## config.mk

```make
export PLATFORM = sky130hd
export DESIGN_NAME = tta_ram
export DESIGN_NICKNAME = d
export VERILOG_FILES = /design/src/rtl/two_tier_track_allocator_macros.svh /design/src/rtl/tta_ram.sv
export SDC_FILE = /design/constraint.sdc
export NUM_CORES = 1
export LEC_CHECK = 0
export BUFFER_PORTS_ARGS = -buffer_cell sky130_fd_sc_hd__buf_2
export CAP_MARGIN = 20
export CORE_ASPECT_RATIO = 0.9
export CORE_MARGIN = 4
export CORE_UTILIZATION = 55
export DETAILED_ROUTE_END_ITERATION = 8
export PLACE_DENSITY = 0.71
export SYNTH_ARGS = -nofsm -noshare
export SYNTH_HDL_FRONTEND = slang
export SYNTH_SLANG_ARGS = --single-unit
```

## constraint.sdc

```tcl
create_clock -name clk -period 2.1 [get_ports clk]
set_input_delay 0.21 -clock clk [delete_from_list [all_inputs] [get_ports clk]]
set_output_delay 0.21 -clock clk [all_outputs]
set_load 0.02 [all_outputs]
```

## src/rtl/two_tier_track_allocator_macros.svh

```systemverilog
// Assertion macros for the two-tier track allocator.
`ifndef TWO_TIER_TRACK_ALLOCATOR_MACROS_SVH
`define TWO_TIER_TRACK_ALLOCATOR_MACROS_SVH
`ifndef ASSERT_OFF
`define TTA_ASSERT_IMP(label, clk, rst_n, ante, cons) \
  label: assert property (@(posedge clk) disable iff (!rst_n) (ante) |-> (cons)) \
    else $error("assertion failed");
`define TTA_ASSERT_NXT(label, clk, rst_n, ante, cons) \
  label: assert property (@(posedge clk) disable iff (!rst_n) (ante) |=> (cons)) \
    else $error("assertion failed");
`else
`define TTA_ASSERT_IMP(label, clk, rst_n, ante, cons)
`define TTA_ASSERT_NXT(label, clk, rst_n, ante, cons)
`endif
`endif

```

## src/rtl/tta_ram.sv

```systemverilog
// Generic single-port synchronous RAM with registered read.
module tta_ram #(
  parameter int Width = 8,
  parameter int Depth = 16
) (
  input  logic                     clk,
  input  logic                     we,
  input  logic [$clog2(Depth)-1:0] addr,
  input  logic [Width-1:0]         wdata,
  output logic [Width-1:0]         rdata
);
  logic [Width-1:0] mem [Depth];
  always_ff @(posedge clk) begin
    if (we) begin
      mem[addr] <= wdata;
    end
    rdata <= mem[addr];
  end
endmodule

```

[After elaboration in Yosys (flattened, before gate mapping)]
Memories as Yosys holds them, arrays and structs flattened. A register that Yosys moved wholly into a read port is not among the register bits.
Index checks and enable logic that the tools add are counted.
Word-level totals
  word-level logic and storage cells: 3
  memory bits (writable): 128
  input port bits: 14
  memories: 1
  register bits after elaboration: 0
Memory list
  mem: words 16, width 8, rd ports 1, clocked after Yosys merged registers in 1, wr ports 1, line tta_ram.sv:12  | logic [Width-1:0] mem [Depth];
Cells by class
  mux-type cells: 2
Operator list (number)
  two-way mux 1 bit: 2

[Longest topological paths before layout]
  word-level depth: 2
  mapped depth: 5
  gate-level depth less buffers: 3

[Least setup slack after synthesis]
OpenSTA, ideal clock, no wires.
  kind: in2reg
  start: in addr[2]
  end: mem mem[0][0], enable pin
  stages on the path: 2
  path buffers: 0
  path slack: 0.397 ns
  arrival: 1.320 ns
  cell sequence: or3b_2 > nor3_1
RTL lines
  from (decl): line tta_ram.sv:8  | input logic [$clog2(Depth)-1:0] addr,
  to (decl): line tta_ram.sv:12
Straight into the memory's write port.

==> impl_metrics.json <==
{
  "drive_gt1_frac": 0.345,
  "clk_pin_slew_worst_paths_ns": 0.06,
  "grtUsageTotal": 0.211,
  "synth_cell_types": 18,
  "grt_pass1_vias": 2602,
  "fin_crit_ns": 1.39,
  "grt_max_degree": 21,
  "leakagePower_nw": 2.01,
  "finalSetupTns_ns": 0,
  "end_kind": "flip-flop",
  "ir_worst_vdd_v": 0.000729,
  "antenna_found_initial": 0,
  "status": "complete, no violations",
  "synth_fp_nets": 244,
  "fill_cells": 523,
  "yosysWarnings": 0,
  "reg2reg_depth": 3,
  "pin_count": 22,
  "clock_path_buffers": 2,
  "worstPathCellList": "mux4_2, a22oi_1, nand2_1",
  "critPathMaxFanout": 1,
  "drt-initial-drc-count": 279,
  "power_frac_comb": 0.050,
  "diodes": 0,
  "finClkSkew_ns": 0.0102,
  "dpl_worst_slack_ns": 0.318,
  "power_frac_clock": 0.468,
  "whs_path_depth": 1,
  "gp_congestion": 0.794,
  "final_cell_mix": "edfxtp_1, mux4_2, buf_2",
  "vias": 2468,
  "grt_pass1_wl_um": 15800,
  "cp-start-kind": "flip-flop",
  "swShare": 0.201,
  "die_h_um": 99.1,
  "post_drt_wl_per_cell_um": 25.2,
  "cts_resized": 0,
  "wl_um": 10300,
  "clock_sink_count": 136,
  "cp_num_buf_inv": 0,
  "crit_family": "multiplexers",
  "cap_violations": 0,
  "cts_setup_buffers": 0,
  "core_mm2": 0.00877,
  "antenna_left": 0,
  "tightest_slew_ns": 0.789,
  "power.density_mw_per_mm2": 1050,
  "min_path_type": "in -> reg",
  "dieArea_mm2": 0.0108,
  "synth-seq-cells": 136,
  "crit_cells": 3,
  "slew_headroom": 0.472,
  "nNetsFinal": 291,
  "cts-root-buf": "clkbuf_8",
  "die_w_um": 109,
  "drv_slew": 0,
  "clock_latency_ns": 0.52,
  "drc": 0,
  "start_util": 0.578,
  "syn_area_mm2": 0.00507,
  "worst_path_largest_cell_delay_ns": 0.49,
  "hpwl_um": 6200,
  "layout_commonest_cell": "edfxtp_1",
  "cts_hold_buf": 0,
  "fin_crit_sh": 0.660,
  "crit_arrival_ns": 1.78,
  "area_growth_pct": 19.0,
  "slowest_stage": "mux4_2",
  "cts_buffers": 17,
  "firstDrtPassIters": 4,
  "rsz0062_at_grt": "no",
  "worst_slack_ns": 0.714,
  "p_seq_frac": 0.481,
  "setup_viol": 0,
  "intPower_w": 0.00507,
  "rows": 32,
  "grt_overflow_total": 0,
  "syn_avg_cell_area_um2": 22.0,
  "portBuffers": 21,
  "hold_viol": 0,
  "p_sw_w": 0.00127,
  "viasPerCell": 6.03,
  "yosysSeqAreaShare": 0.790,
  "fmax_ghz": 0.722,
  "synth_cells": 230,
  "ctsHtreeMaxLevel": 4,
  "crit_required_ns": 2.49,
  "cts_tree": "yes",
  "path_class": "reg -> reg"
}
==> kinds of logic after synthesis <==
| logic type | share of synthesized area |
|---|---|
| AOI/OAI and AO/OA | 0.0237 |
| and+or+nand+nor | 0.0321 |
| DFF | 0.790 |
| buffers and inverters | 0.0119 |
| muxes | 0.142 |
==> flip-flops by register name, indices dropped and copies added (netlist names) <==
signal  count
mem       128
rdata       8
==> routing by layer <==
| metal | global-route usage | part of all wire | vias to the layer above |
|---|---|---|---|
| li1 | - | - | 1056 |
| met1 | 0.311 | 0.43 | 1273 |
| met2 | 0.304 | 0.47 | 124 |
| met3 | 0.0661 | 0.083 | 15 |
| met4 | 0.0729 | 0.017 | 0 |
| met5 | 0 | 0 | - |
==> cell usage after synthesis (all sizes together) <==
library cell  count  area share
nand2b            2      0.0025
nand3b            2      0.0030
or3b              1      0.0017
edfxtp          128        0.76
dfxtp             8       0.032
clkbuf            3      0.0025
and2              1      0.0012
buf               8      0.0094
nand2             9      0.0067
nand3             1     0.00099
nor3              4      0.0040
nor2             13      0.0096
mux4             32        0.14
nor2b             2      0.0025
a22oi            16       0.024
==> worst register-to-register path, cell delays in order (launching register included) <==
cell	delay [ns]
edfxtp_1	0.38
mux4_2	0.49
a22oi_1	0.29
nand2_1	0.10
==> power by group through the flow <==
stage	combinational, W	sequential (W)	clock (W)
detailed placement	0.000318	0.00311	0
floorplan	0.000156	0.00313	0
finish	0.000318	0.00305	0.00297
global route	0.000343	0.00306	0.00316
CTS	0.000322	0.00305	0.00302
global placement	0.000312	0.00310	0
==> cell type report <==
type / instances / area, um2 / area share
flip-flops and latches: 136 / 4000 / 0.664
multi-input cells: 83 / 1000 / 0.166
clock buffers: 17 / 414 / 0.0687
repair buffers: 39 / 278 / 0.0461
clock inverters: 15 / 183 / 0.0303
well taps: 119 / 149 / 0.0247
==> path summary, 6_finish.rpt <==
path,slack [ns],start,end
setup / recovery,0.71,mem[11][7],rdata[7]
hold reg to reg,0.70,mem[15][3],rdata[3]
setup reg to reg,0.71,mem[11][7],rdata[7]
hold / removal,0.1,wdata[5],mem[8][5]
==> metrics by stage <==
step / hold slack [ns] / utilization / power, W / area [um2] / instances
after floorplan: 0.309 / - / 0.00328 / 5070 / 230
after global placement: 0.621 / 0.620 / 0.00342 / 5430 / 377
after detailed placement: 0.629 / 0.620 / 0.00343 / 5430 / 377
after CTS: 0.0722 / 0.688 / 0.00639 / 6030 / 409
after global routing: 0.0811 / 0.688 / 0.00656 / 6030 / 409
final: 0.0960 / 0.688 / 0.00634 / 6030 / 409
Power figures use the tool's default switching activity.
