===== config.mk =====
export PLATFORM = sky130hd
export DESIGN_NAME = tta_sqrt
export DESIGN_NICKNAME = d
export VERILOG_FILES = /design/src/rtl/two_tier_track_allocator_macros.svh /design/src/rtl/tta_pkg.sv /design/src/rtl/tta_sqrt.sv
export SDC_FILE = /design/constraint.sdc
export NUM_CORES = 1
export LEC_CHECK = 0
export BUFFER_PORTS_ARGS = -buffer_cell sky130_fd_sc_hd__buf_4
export CORE_MARGIN = 10
export CORE_UTILIZATION = 65
export CTS_CLUSTER_SIZE = 14
export DETAILED_ROUTE_END_ITERATION = 10
export PLACE_DENSITY = 0.86
export SLEW_MARGIN = 5
export SYNTH_ARGS = -nofsm -noshare
export SYNTH_HDL_FRONTEND = slang
export SYNTH_SLANG_ARGS = --single-unit

===== constraint.sdc =====
create_clock -name clk -period 4.05 [get_ports clk]
set_input_delay 0.81 -clock clk [delete_from_list [all_inputs] [get_ports clk]]
set_output_delay 0.81 -clock clk [all_outputs]
set_load 0.1 [all_outputs]

===== src/rtl/two_tier_track_allocator_macros.svh =====
// Assertion macros for the two-tier track allocator.
`ifndef TWO_TIER_TRACK_ALLOCATOR_MACROS_SVH
`define TWO_TIER_TRACK_ALLOCATOR_MACROS_SVH
`ifndef ASSERT_OFF
`define TTA_ASSERT_IMP(label, clk, rst_n, ante, cons) \
  label: assert property (@(posedge clk) disable iff (!rst_n) (ante) |-> (cons)) \
    else $error("assertion failed");
`define TTA_ASSERT_NXT(label, clk, rst_n, ante, cons) \
  label: assert property (@(posedge clk) disable iff (!rst_n) (ante) |=> (cons)) \
    else $error("assertion failed");
`else
`define TTA_ASSERT_IMP(label, clk, rst_n, ante, cons)
`define TTA_ASSERT_NXT(label, clk, rst_n, ante, cons)
`endif
`endif


===== src/rtl/tta_pkg.sv =====
// Shared constants and types for the two-tier track allocator.
package tta_pkg;
  localparam int Slots = 320;
  localparam int SlotW = 9;
  localparam int EntW = 36;
  localparam logic [3:0] OC_NEW_BOT = 4'd0, OC_NEW_TOP = 4'd1, OC_BOT_OW = 4'd2,
    OC_BOT_RMW = 4'd3, OC_TOP_OW = 4'd4, OC_DROP = 4'd5, OC_RD_TOP = 4'd6,
    OC_RD_BOT = 4'd7, OC_RD_MISS = 4'd8;
  localparam logic [1:0] OP_WR = 2'd0, OP_RD = 2'd1, OP_CLR = 2'd2;
  localparam logic [31:0] AmpBase = 32'd30720;
  localparam logic [47:0] Max48 = 48'hFFFF_FFFF_FFFF;
  localparam logic [27:0] Max28 = 28'hFFF_FFFF;

  typedef struct packed {
    logic        start;
    logic [16:0] span;
  } sqrt_req_t;
endpackage


===== src/rtl/tta_sqrt.sv =====
// Bit-serial integer square root of 2*d*2^16, one result bit per cycle.
module tta_sqrt import tta_pkg::*; (
  input  logic            clk,
  input  logic            rst_n,
  input  sqrt_req_t       req,
  output logic            done,
  output logic [16:0]     root
);
  logic [33:0] rem_r, rem_nxt;
  logic [16:0] res_r, res_nxt;
  logic [35:0] x_r, x_nxt;
  logic [4:0]  cnt_r, cnt_nxt;
  logic        busy_r, busy_nxt, done_nxt;
  logic [35:0] trial;

  always_comb begin
    rem_nxt = rem_r; res_nxt = res_r; x_nxt = x_r; cnt_nxt = cnt_r;
    busy_nxt = busy_r; done_nxt = 1'b0;
    trial = {rem_r, x_r[35:34]} - {17'd0, res_r, 2'b01};
    if (req.start) begin
      x_nxt = {2'b00, req.span, 17'd0};
      rem_nxt = '0; res_nxt = '0; cnt_nxt = 5'd18; busy_nxt = 1'b1;
    end else if (busy_r) begin
      x_nxt = {x_r[33:0], 2'b00};
      if (!trial[35]) begin
        rem_nxt = trial[33:0];
        res_nxt = {res_r[15:0], 1'b1};
      end else begin
        rem_nxt = {rem_r[31:0], x_r[35:34]};
        res_nxt = {res_r[15:0], 1'b0};
      end
      cnt_nxt = cnt_r - 5'd1;
      if (cnt_r == 5'd1) begin
        busy_nxt = 1'b0; done_nxt = 1'b1;
      end
    end
  end

  always_ff @(posedge clk) begin
    if (!rst_n) begin
      busy_r <= 1'b0; done <= 1'b0; cnt_r <= '0;
    end else begin
      busy_r <= busy_nxt; done <= done_nxt; cnt_r <= cnt_nxt;
    end
    rem_r <= rem_nxt; res_r <= res_nxt; x_r <= x_nxt;
  end
  assign root = res_r;
endmodule


# After elaboration in Yosys (flattened, before gate mapping)
# Index checks and enable logic that the tools add are counted.
[op_classes]
muxes = 10
magnitude_cmp = 0
mul = 0
addsub = 2
bitwise_logic = 2
div_mod_pow = 0
eq_ne = 1
reduce_logical = 3
shift = 0
[ops]
columns = ["cell", "count"]
rows = [
  ["$mux 34", 3],
  ["$sub 36x19->36", 1],
  ["$mux 5", 2],
  ["$eq 5x1->1 const B", 1],
  ["$mux 1", 5],
  ["$sub 5x1->5 const B", 1],
  ["$reduce_or 3->1", 1],
  ["$not 1->1", 2],
  ["$reduce_bool 2->1", 1],
  ["$reduce_or 2->1", 1],
]
[totals]
latch_bits = 0
mem_bits_rw = 0
in_bits = 20
memories = 0
word_cells = 26
mem_bits_ro = 0
register_bits = 77

# Depth between registers and ports, before layout
# Gate-level depths: netlist (run 1).
[logic_depth]
word_depth = 4
mapped_depth = 13
depth_no_buf = 10

# Least setup slack after synthesis (run 1)
# OpenSTA, ideal clock, no wires.
[synth_path]
kind = "flip-flop to flip-flop"
startpoint = "reg res_r[13], in the netlist root[13]"
endpoint = "reg rem_r[11]"
required_ns = 3.971
setup_time_ns = 0.079
stages_incl_launch_ff = 12
path_slack_ns = 0.644
path_buffers = 1
synth_period_minus_slack_ns = 3.406
arrival_time_ns = 3.326
cell_sequence = "dfxtp_1 > inv_1 > ha_1 > or2_4 > a21o_1 > a41oi_2 > nand2_2 > o21a_4 > or2_1 > buf_6 > o31a_1 > a211oi_2"
[synth_via]
elab_chain_cells = 2
[synth_rtl]
columns = ["item", "line", "text"]
rows = [
  ["from (decl)", "tta_sqrt.sv:10", "logic [16:0] res_r, res_nxt;"],
  ["from (signal assigned)", "tta_sqrt.sv:45", "rem_r <= rem_nxt; res_r <= res_nxt; x_r <= x_nxt;"],
  ["$sub 36x19->36", "tta_sqrt.sv:19", "trial = {rem_r, x_r[35:34]} - {17'd0, res_r, 2'b01};"],
  ["$mux 34", "tta_sqrt.sv:25", "if (!trial[35]) begin"],
  ["to (signal assigned)", "tta_sqrt.sv:45", ""],
  ["to (decl)", "tta_sqrt.sv:9", "logic [33:0] rem_r, rem_nxt;"],
]
# Every way passes these cells.
# A chain may end at the register's enable or synchronous reset.

# Worst setup path in the final report (run 1)
[layout_path]
startpoint = "reg res_r[12], in the netlist root[12]"
endpoint = "reg rem_r[24]"
# The elaborated chain is that of the path after synthesis.

==> results of run 1 <==
[area by class of cell]
type / instances / area share, %
Multi-Input combinational cell: 373 / 51.6
Timing Repair Buffer: 40 / 6.03
Clock inverter: 7 / 1.58
Inverter: 25 / 1.88
Sequential cell: 77 / 34.4
Tap cell: 80 / 2.01
Clock buffer: 9 / 2.49
[worst paths after layout]
kind | startpoint | endpoint | slack [ps] | cells past startpoint
min reg2reg | rem_r[22] | rem_r[22] | 470 | 2
min | rem_r[22] | rem_r[22] | 470 | 2
max | root[12] | rem_r[24] | 730 | 10
max reg2reg | root[12] | rem_r[24] | 730 | 10
[power groups by stage]
stage          Clock (mW)  Sequential, mW  Combinational [mW]
6_report            0.602           0.943               0.955
5_1_grt             0.640           0.956                1.06
4_1_cts             0.606           0.941               0.940
3_5_place_dp            0           0.958               0.931
3_3_place_gp            0           0.956               0.905
2_1_floorplan           0           0.941               0.754
[state kept, by name (all words and copies together) (netlist names)]
register	flops
busy_r	1
cnt_r	5
done	1
rem_r	34
root	17
x_r	19
[cells in the mapped netlist, types with 9 or more instances]
master    count  area [um^2]
mux2_2       15          169
o21ai_0      16         80.1
nand2_1      40          150
inv_1        25         93.8
a21oi_1      18         90.1
dfxtp_1      60         1200
edfxtp_1     17          510
nor2_1       65          244
a311oi_1     15          131
ha_1         20          250
xnor2_1      18          158
nand2b_1      9         56.3
mux2i_1      23          230
nor3_1       12         60.1
clkbuf_1     17         63.8
nand3_1       9         45.0
[routing by layer]
layer / routed length, um / share of wire (%) / vias to the layer above
li1: - / - / 1862
met1: 4720 / 46 / 1811
met2: 4630 / 45 / 135
met3: 682 / 6.6 / 26
met4: 248 / 2.4 / 0
met5: 0 / 0 / -
[worst max-delay path, delay by kind of cell (launching register included)]
family | cells | cell delay (ps)
flip-flops | 1 | 380
AND/OR/NAND/NOR | 3 | 1160
adder cells (fa/ha/maj) | 1 | 440
buffers and inverters | 1 | 60
AO/OA/AOI/OAI | 5 | 1200
[cell families (layout without fill, tap and decap cells)]
group	count (synthesis)	in the layout	share of synthesized area (%)
flip-flops	77	77	38.1
AND/OR/NAND/NOR	188	188	21.6
adder cells (fa/ha/maj)	20	20	5.58
buffers and inverters	49	81	4.57
multiplexers	38	38	8.89
XOR/XNOR	24	24	4.68
AO/OA/AOI/OAI	103	103	16.5
[stage by stage]
| stage | setup WS (ps) | area (um^2) | power (mW) | instances |
|---|---|---|---|---|
| finish | 732 | 4980 | 2.50 | 611 |
| global route | 462 | 4980 | 2.65 | 611 |
| CTS | 775 | 4980 | 2.49 | 611 |
| detailed placement | 814 | 4780 | 1.89 | 595 |
| global placement | 959 | 4780 | 1.86 | 595 |
| floorplan | 644 | 4490 | 1.70 | 499 |
==> out/qor.yml, run 1 <==
worst_setup_path:
  startpoint_type: "flip-flop"
  cp-end-kind: "flip-flop"
  cp_slowest_cell: "or2_1"
  crit_fanout: 20
  arrival_ps: 3580
  crit_type: "flip-flop to flip-flop"
  slowest_delay_ps: 690
  cp_cell_sequence: "inv_1 -> ha_1 -> a21oi_2 -> o211ai_1 -> a41oi_2 -> nand2_2 -> nor3_4 -> or2_1 -> o21ai_0 -> a311oi_1"
  required_ps: 4310
floorplanning:
  die_h_um: 103
  start_util_pct: 66.4
  rows: 30
  die_area_um2: 10600
  ios: 38
  die_x_um: 103
  core_um2: 6760
power:
  pwr-share-comb_pct: 38.2
  ir_worst_vdd_uv: 237
  p_int_mw: 1.56
  p_leak_nw: 1.98
  p_seq_share_pct: 37.7
  power_switching_uw: 940
  clkPwrFrac_pct: 24.1
  switching_share_pct: 37.6
  powerDensity_nw_per_um2: 502
cells_and_area:
  final_nets: 566
  diodes: 0
  areaGrowthSynthToFinish_pct: 11.0
  final_cell_mix: "65 x nor2_1, 59 x dfxtp_1, 40 x nand2_1, 40 x buf_4, 25 x inv_1"
  multi_input_area_um2: 2570
  nFillCells: 505
  drive_gt1_share_pct: 16.6
  register_area_um2: 1710
  mostFrequentLayoutCell: "nor2_1"
  utilization_pct: 73.7
synth:
  yosys_most_used_dff: "dfxtp_1"
  syn-num-nets: 539
  synthArstFlopShare_pct: 0
  ys_types: 66
  yosys_warnings: 0
  synth_edf_count: 17
  syn-cell-area_um2: 4490
  syn_inst: 499
  syn_avg_cell_area_um2: 8.99
  ys_seq_area_share_pct: 38.1
  ys_ff_latch: 77
drt:
  drc: 0
  routed_wirelength_um: 10300
  antenna_left: 0
  wl_per_cell_um: 16.8
  num_vias: 3834
  first_iter_violations: 228
  dr.pass1.iters: 6
  routed_via_density: 6.27
clocking:
  numCtsBuffers: 9
  clock_latency_ps: 360
  clk_pin_slew_ps: 90
  cts_tree: "done"
  postCtsSetupRepairBufs: 0
  numClockSinks: 77
  cts_max_level: 3
  cts_hold_buf: 0
  cts_buffer_depth: 2
  cts_root_buf: "clkbuf_8"
  cts_resized: 0
global_routing:
  grt_max_degree: 63
  grt_pass1_wl_um: 17800
  grt_use_met1_pct: 27.0
  grt-ovfl-total: 0
  top_usage_layer: "met2"
  gr-usage-met3_pct: 4.96
  grt_usage_pct: 20.7
  grt_pass1_vias: 3711
  antenna_found_initial: 0
  grtUsageMet2_pct: 32.4
placement:
  dp_hpwl_um: 7210
  gp_congestion: 0.947
  io_buffers: 37
worst_hold_path:
  min_path_type: "flip-flop to flip-flop"
timing:
  setup_viol: 0
  worstMarginPinSlew_ps: 787
  max-slew-margin-rel_pct: 47.5
  fin_crit_sh_pct: 81.9
  period_needed_ps: 3320
  skew_ps: 9.50
  hold_viol: 0
  tns_ps: 0
  fmax_ghz: 0.301
  rsz0062_at_grt: "false"
  timing.hold.ws_ps: 473
  slew_viol_final: 0
job:
  maxCapViolations: 0
outcome:
  outcome: "completed"
Power figures use the tool's default switching activity.
==> run 2: changes to the inputs <==
--- a/config.mk
+++ b/config.mk
@@ -7,10 +7,10 @@
 export LEC_CHECK = 0
 export BUFFER_PORTS_ARGS = -buffer_cell sky130_fd_sc_hd__buf_4
 export CORE_MARGIN = 10
-export CORE_UTILIZATION = 65
+export CORE_UTILIZATION = 60
 export CTS_CLUSTER_SIZE = 14
 export DETAILED_ROUTE_END_ITERATION = 10
-export PLACE_DENSITY = 0.86
+export PLACE_DENSITY = 0.8
 export SLEW_MARGIN = 5
 export SYNTH_ARGS = -nofsm -noshare
 export SYNTH_HDL_FRONTEND = slang
==> constraint.sdc (replaced) <==
create_clock -name clk -period 3.3 [get_ports clk]
set_input_delay 0.66 -clock clk [delete_from_list [all_inputs] [get_ports clk]]
set_output_delay 0.66 -clock clk [all_outputs]
set_load 0.1 [all_outputs]
==> run 2 against run 1 <==
  * Clock power up 18%
  * Routed wire length is 3.3% lower
  * Hold slack gained 8.4 ps
  * Via count is 2.7% lower
  * Critical path depth is 1 higher
  * Worst setup slack worse by 390 ps
  * Sequential cell count is the same
  * Clock skew increased by 2.0 ps
  * Final cell count up 3.9%
  * Die area grew 6.7%
==> out/qor.yml, run 2 (synthesis results as in run 1) <==
cells_and_area:
  mostFrequentLayoutCell: "nor2_1"  # unchanged
  final_nets: 571  # was 566
  largest-register: "rem_r"  # unchanged
  diodes: 0  # unchanged
  final_cell_mix: "65 x nor2_1, 55 x dfxtp_1, 45 x buf_4, 40 x nand2_1, 25 x inv_1"  # was 65 x nor2_1, 59 x dfxtp_1, 40 x nand2_1, 40 x buf_4, 25 x inv_1
  areaGrowthSynthToFinish_pct: 12.2  # was 11.0%
  drive_gt1_share_pct: 17.7  # was 16.6%
  largest_register_ffs: 34  # unchanged
  final_area_um2: 5040  # was 4980 um^2
timing:
  hold_viol: 0  # unchanged
  rsz0062_at_grt: "false"  # unchanged
  setup_viol: 0  # unchanged
  period_needed_ps: 2960  # was 3320 ps
  worstMarginPinSlew_ps: 758  # was 787 ps
  fin_crit_sh_pct: 89.8  # was 81.9%
  tns_ps: 0  # unchanged
  skew_ps: 11.5  # was 9.50 ps
  slew_viol_final: 0  # unchanged
  max-slew-margin-rel_pct: 49.4  # was 47.5%
  fmax_ghz: 0.338  # was 0.301 GHz
drt:
  wl_per_cell_um: 15.7  # was 16.8 um
  routed_via_density: 5.87  # was 6.27
  dr.pass1.iters: 4  # was 6
  antenna_left: 0  # unchanged
  routed_wirelength_um: 9940  # was 10,300 um
  num_vias: 3730  # was 3,834
  first_iter_violations: 187  # was 228
  drc: 0  # unchanged
clocking:
  cts_buffer_depth: 2  # unchanged
  numCtsBuffers: 9  # unchanged
  clk_pin_slew_ps: 80  # was 90 ps
  cts_resized: 0  # unchanged
  postCtsSetupRepairBufs: 0  # unchanged
  cts_root_buf: "clkbuf_8"  # unchanged
  cts_hold_buf: 0  # unchanged
  clock_latency_ps: 350  # was 360 ps
  numClockSinks: 77  # unchanged
  cts_tree: "done"  # unchanged
  cts_max_level: 3  # unchanged
worst_setup_path:
  crit_fanout: 16  # was 20
  crit_family: "compound AO/OA/AOI/OAI gates"  # unchanged
  rr_startpoint: "root[1]"  # was root[12]
  arrival_ps: 3240  # was 3580 ps
  required_ps: 3570  # was 4310 ps
  startpoint_type: "flip-flop"  # unchanged
  slowest_delay_ps: 400  # was 690 ps
  critPathBufInv: 2  # was 1
  cp_slowest_cell: "dfxtp_1"  # was or2_1
  cp_cell_sequence: "inv_1 -> ha_1 -> o21a_1 -> a2bb2oi_1 -> nand4_1 -> a21boi_1 -> nor3_4 -> or2_1 -> buf_4 -> o31a_1 -> a211oi_2"  # was inv_1 -> ha_1 -> a21oi_2 -> o211ai_1 -> a41oi_2 -> nand2_2 -> nor3_4 -> or2_1 -> o21ai_0 -> a311oi_1
  crit_type: "flip-flop to flip-flop"  # unchanged
  cp-end-kind: "flip-flop"  # unchanged
  critPathLaunch: "root[1]"  # was root[12]
floorplanning:
  die_area_um2: 11300  # was 10,600 um^2
  rows: 31  # was 30
  start_util_pct: 61.9  # was 66.4%
  ios: 38  # unchanged
  die_x_um: 106  # was 103 um
  core_um2: 7250  # was 6760 um^2
  die_h_um: 106  # was 103 um
global_routing:
  grt-ovfl-total: 0  # unchanged
  grt_pass1_wl_um: 16900  # was 17,800 um
  antenna_found_initial: 0  # unchanged
  grt_usage_pct: 17.9  # was 20.7%
  grt_max_degree: 72  # was 63
  grt_pass1_vias: 3563  # was 3,711
placement:
  dp_hpwl_um: 7180  # was 7210 um
  placed_cell_area_um2: 4840  # was 4780 um^2
  io_buffers: 37  # unchanged
  gp_congestion: 0.875  # was 0.947
power:
  p_leak_nw: 2.01  # was 1.98 nW
  p_total_mw: 3.04  # was 2.50 mW
  powerDensity_nw_per_um2: 603  # was 502 nW/um^2
  ir_worst_vdd_uv: 367  # was 237 uV
worst_hold_path:
  min_path_type: "flip-flop to flip-flop"  # unchanged
  min_from: "rem_r[22]"  # unchanged
outcome:
  outcome: "completed"  # unchanged
job:
  maxCapViolations: 0  # unchanged
[run 2: path summary, 6_finish.rpt]
check | cells after the start | endpoint | slack (ps)
setup / recovery | 11 | rem_r[5] | 340
hold / removal | 2 | rem_r[22] | 480
setup reg to reg | 11 | rem_r[5] | 340
hold reg to reg | 2 | rem_r[22] | 480
[run 2: worst min-delay path: cells and delay by family, from the launching register on]
kind	cells	cell delay [ps]
compound gates	1	50
simple gates	1	60
flops	1	340
[run 2: per-stage QoR]
step	worst slack [ps]	instances	hold slack, ps	util [%]
floorplan	13.4	499	435	-
global placement	439	619	453	66.8
detailed placement	364	619	457	66.8
CTS	325	635	470	69.4
global route	67.2	635	491	69.4
finish	338	635	481	69.4
[run 2: per-layer routing]
metal / routed length, um / vias up / GRT usage (%)
met3: 613 / 7 / 5.62
li1: - / 1863 / -
met1: 4670 / 1786 / 22.5
met5: 0 / - / 0
met4: 106 / 0 / 4.74
met2: 4550 / 74 / 29.0
[run 2: layout make-up]
cell class,count,area (um^2)
sequential,77,1720
tap,99,124
clock buffer,11,131
fill,600,2220
multi-input combinational,373,2570
timing repair buffer,45,338
inverter,25,93.8
clock inverter,5,61.3
[run 2: where the power goes]
| part | internal, mW | total [mW] | switching [mW] | leakage, nW |
|---|---|---|---|---|
| combinational | 0.509 | 1.18 | 0.670 | 1.24 |
| clock | 0.354 | 0.713 | 0.358 | 0.0979 |
| sequential | 1.06 | 1.15 | 0.0857 | 0.667 |
==> run 3: changes to the inputs <==
--- a/config.mk
+++ b/config.mk
@@ -7,10 +7,9 @@
 export LEC_CHECK = 0
 export BUFFER_PORTS_ARGS = -buffer_cell sky130_fd_sc_hd__buf_4
 export CORE_MARGIN = 10
-export CORE_UTILIZATION = 60
+export CORE_UTILIZATION = 45
 export CTS_CLUSTER_SIZE = 14
 export DETAILED_ROUTE_END_ITERATION = 10
-export PLACE_DENSITY = 0.8
 export SLEW_MARGIN = 5
 export SYNTH_ARGS = -nofsm -noshare
 export SYNTH_HDL_FRONTEND = slang
==> run 3 against run 2 <==
  * Worst setup slack got worse by 22 ps
  * Register-to-register slack got worse by 20 ps
  * Critical path depth stayed put
  * Sequential cell count unchanged
  * Clock skew increased by 1.1 ps
  * Die area up 27%
  * Sequential power barely moved
  * Via count is 3.1% lower
  * Hold slack improved by 6.9 ps
  * Non-clock buffer count unchanged
  * Critical path type unchanged
  * Critical endpoint is now rem_r[20]
  * Largest power group is now sequential cells
==> out/qor.yml, run 3 (synthesis results as in run 1) <==
worst_setup_path:
  crit_type: "flip-flop to flip-flop"  # unchanged
  required_ps: 3550  # was 3570 ps
  ff2ff_setup_slack_ps: 320  # was 340 ps
  ff2ff_path_depth: 11  # unchanged
  crit_fanout: 11  # was 16
  critPathLaunch: "root[12]"  # was root[1]
  arrival_ps: 3240  # about the same
  regToRegEndpoint: "rem_r[20]"  # was rem_r[5]
  cp-end-kind: "flip-flop"  # unchanged
  crit_end: "rem_r[20]"  # was rem_r[5]
  startpoint_type: "flip-flop"  # unchanged
  rr_startpoint: "root[12]"  # was root[1]
cells_and_area:
  diodes: 0  # unchanged
  multi_input_area_um2: 2570  # unchanged
  final_cell_mix: "65 x nor2_1, 55 x dfxtp_1, 45 x buf_4, 40 x nand2_1, 25 x inv_1"  # unchanged
  register_area_um2: 1720  # about the same
  final_nets: 571  # unchanged
  drive_gt1_share_pct: 18.1  # was 17.7%
  stdcell_count: 669  # was 635
  largest_register_ffs: 34  # unchanged
  largest-register: "rem_r"  # unchanged
  final_area_um2: 5070  # was 5040 um^2
  nFillCells: 965  # was 600
  mostFrequentLayoutCell: "nor2_1"  # unchanged
  areaGrowthSynthToFinish_pct: 13.0  # was 12.2%
global_routing:
  grt_max_degree: 51  # was 72
  grt_pass1_wl_um: 17400  # was 16,900 um
  grt-ovfl-total: 0  # unchanged
  grt_pass1_vias: 3631  # was 3,563
  antenna_found_initial: 0  # unchanged
  grt_usage_pct: 14.4  # was 17.9%
worst_hold_path:
  min_path_type: "flip-flop to flip-flop"  # unchanged
drt:
  first_iter_violations: 230  # was 187
  num_vias: 3613  # was 3,730
  dr.pass1.iters: 5  # was 4
  drc: 0  # unchanged
  routed_via_density: 5.40  # was 5.87
  routed_wirelength_um: 10100  # was 9940 um
  wl_per_cell_um: 15.1  # was 15.7 um
  antenna_left: 0  # unchanged
power:
  p_leak_nw: 2.00  # was 2.01 nW
  powerDensity_nw_per_um2: 590  # was 603 nW/um^2
  p_total_mw: 2.99  # was 3.04 mW
  ir_worst_vdd_uv: 318  # was 367 uV
floorplanning:
  rows: 36  # was 31
  core_um2: 9730  # was 7250 um^2
  die_area_um2: 14400  # was 11,300 um^2
  ios: 38  # unchanged
  die_h_um: 120  # was 106 um
  start_util_pct: 46.1  # was 61.9%
  die_x_um: 120  # was 106 um
clocking:
  clk_pin_slew_ps: 90  # was 80 ps
  numCtsBuffers: 9  # unchanged
  cts_max_level: 3  # unchanged
  cts_tree: "done"  # unchanged
  clock_latency_ps: 360  # was 350 ps
  cts_hold_buf: 0  # unchanged
  numClockSinks: 77  # unchanged
  cts_resized: 0  # unchanged
  postCtsSetupRepairBufs: 0  # unchanged
  cts_root_buf: "clkbuf_8"  # unchanged
  cts_buffer_depth: 2  # unchanged
timing:
  fmax_ghz: 0.335  # was 0.338 GHz
  tns_ps: 0  # unchanged
  fin_crit_sh_pct: 90.4  # was 89.8%
  max-slew-margin-rel_pct: 57.4  # was 49.4%
  setup_viol: 0  # unchanged
  skew_ps: 12.6  # was 11.5 ps
  period_needed_ps: 2980  # was 2960 ps
  hold_viol: 0  # unchanged
  setup_ws_ps: 315  # was 338 ps
  rsz0062_at_grt: "false"  # unchanged
  slew_viol_final: 0  # unchanged
  worstMarginPinSlew_ps: 639  # was 758 ps
placement:
  dp_slack_ps: 368  # was 364 ps
  io_buffers: 37  # unchanged
  placed_cell_area_um2: 4890  # was 4840 um^2
  gp_congestion: 0.863  # was 0.875
  dp_hpwl_um: 7330  # was 7180 um
  dpl.cell_count: 653  # was 619
job:
  maxCapViolations: 0  # unchanged
outcome:
  outcome: "completed"  # unchanged
run 3: changes by cell type in the layout (fill, tap and decap cells not counted), sizes merged:
| cell | before | now |
|---|---|---|
| clkinvlp | 0 | 2 |
| inv | 26 | 28 |
| clkinv | 3 | 2 |
| clkbuf | 11 | 9 |
| bufinv | 1 | 0 |
run 3: report_power, final:
part,switching [mW],leakage (nW),total [mW],internal (mW)
combinational,0.643,1.24,1.16,0.513
clock,0.398,0.0868,0.679,0.281
sequential,0.0993,0.667,1.16,1.06
total,1.14,2.00,2.99,1.85
run 3: critical path, stage by stage, from the launching register on:
cell and delay, ps:
dfxtp_2 350, inv_1 40, ha_1 430, a21oi_2 270
o211ai_1 150, a41oi_2 270, nand2_2 120, o21a_4 260
nor2_2 410, buf_4 230, a21oi_1 60, nor4_1 270
run 3: worst min path at each step:
stage               from        end  cells after the start
2_1_floorplan  rem_r[22]  rem_r[22]                      2
3_3_place_gp   rem_r[22]  rem_r[22]                      2
3_5_place_dp   rem_r[22]  rem_r[22]                      2
4_1_cts        rem_r[22]  rem_r[22]                      2
5_1_grt        rem_r[22]  rem_r[22]                      2
6_report       rem_r[22]  rem_r[22]                      2
run 3: area by class of cell:
class / instances / share of cell area [%]
multi-input combinational: 373 / 50.7
sequential: 77 / 33.9
timing repair buffer: 45 / 6.66
tap: 133 / 3.28
clock buffer: 9 / 2.44
inverter: 25 / 1.85
clock inverter: 7 / 1.11
run 3: per-stage QoR:
stage	util, %	hold slack, ps
final	52.1	488
after global routing	52.1	498
after CTS	52.1	484
after detailed placement	50.3	461
after global placement	50.3	461
after floorplan	-	435
run 3: metal layers:
| metal | vias to the layer above | routed length, um | GRT usage (%) |
|---|---|---|---|
| li1 | 1862 | - | - |
| met1 | 1671 | 4950 | 18.9 |
| met2 | 69 | 4440 | 22.0 |
| met3 | 11 | 573 | 4.59 |
| met4 | 0 | 136 | 4.30 |
| met5 | - | 0 | 0 |
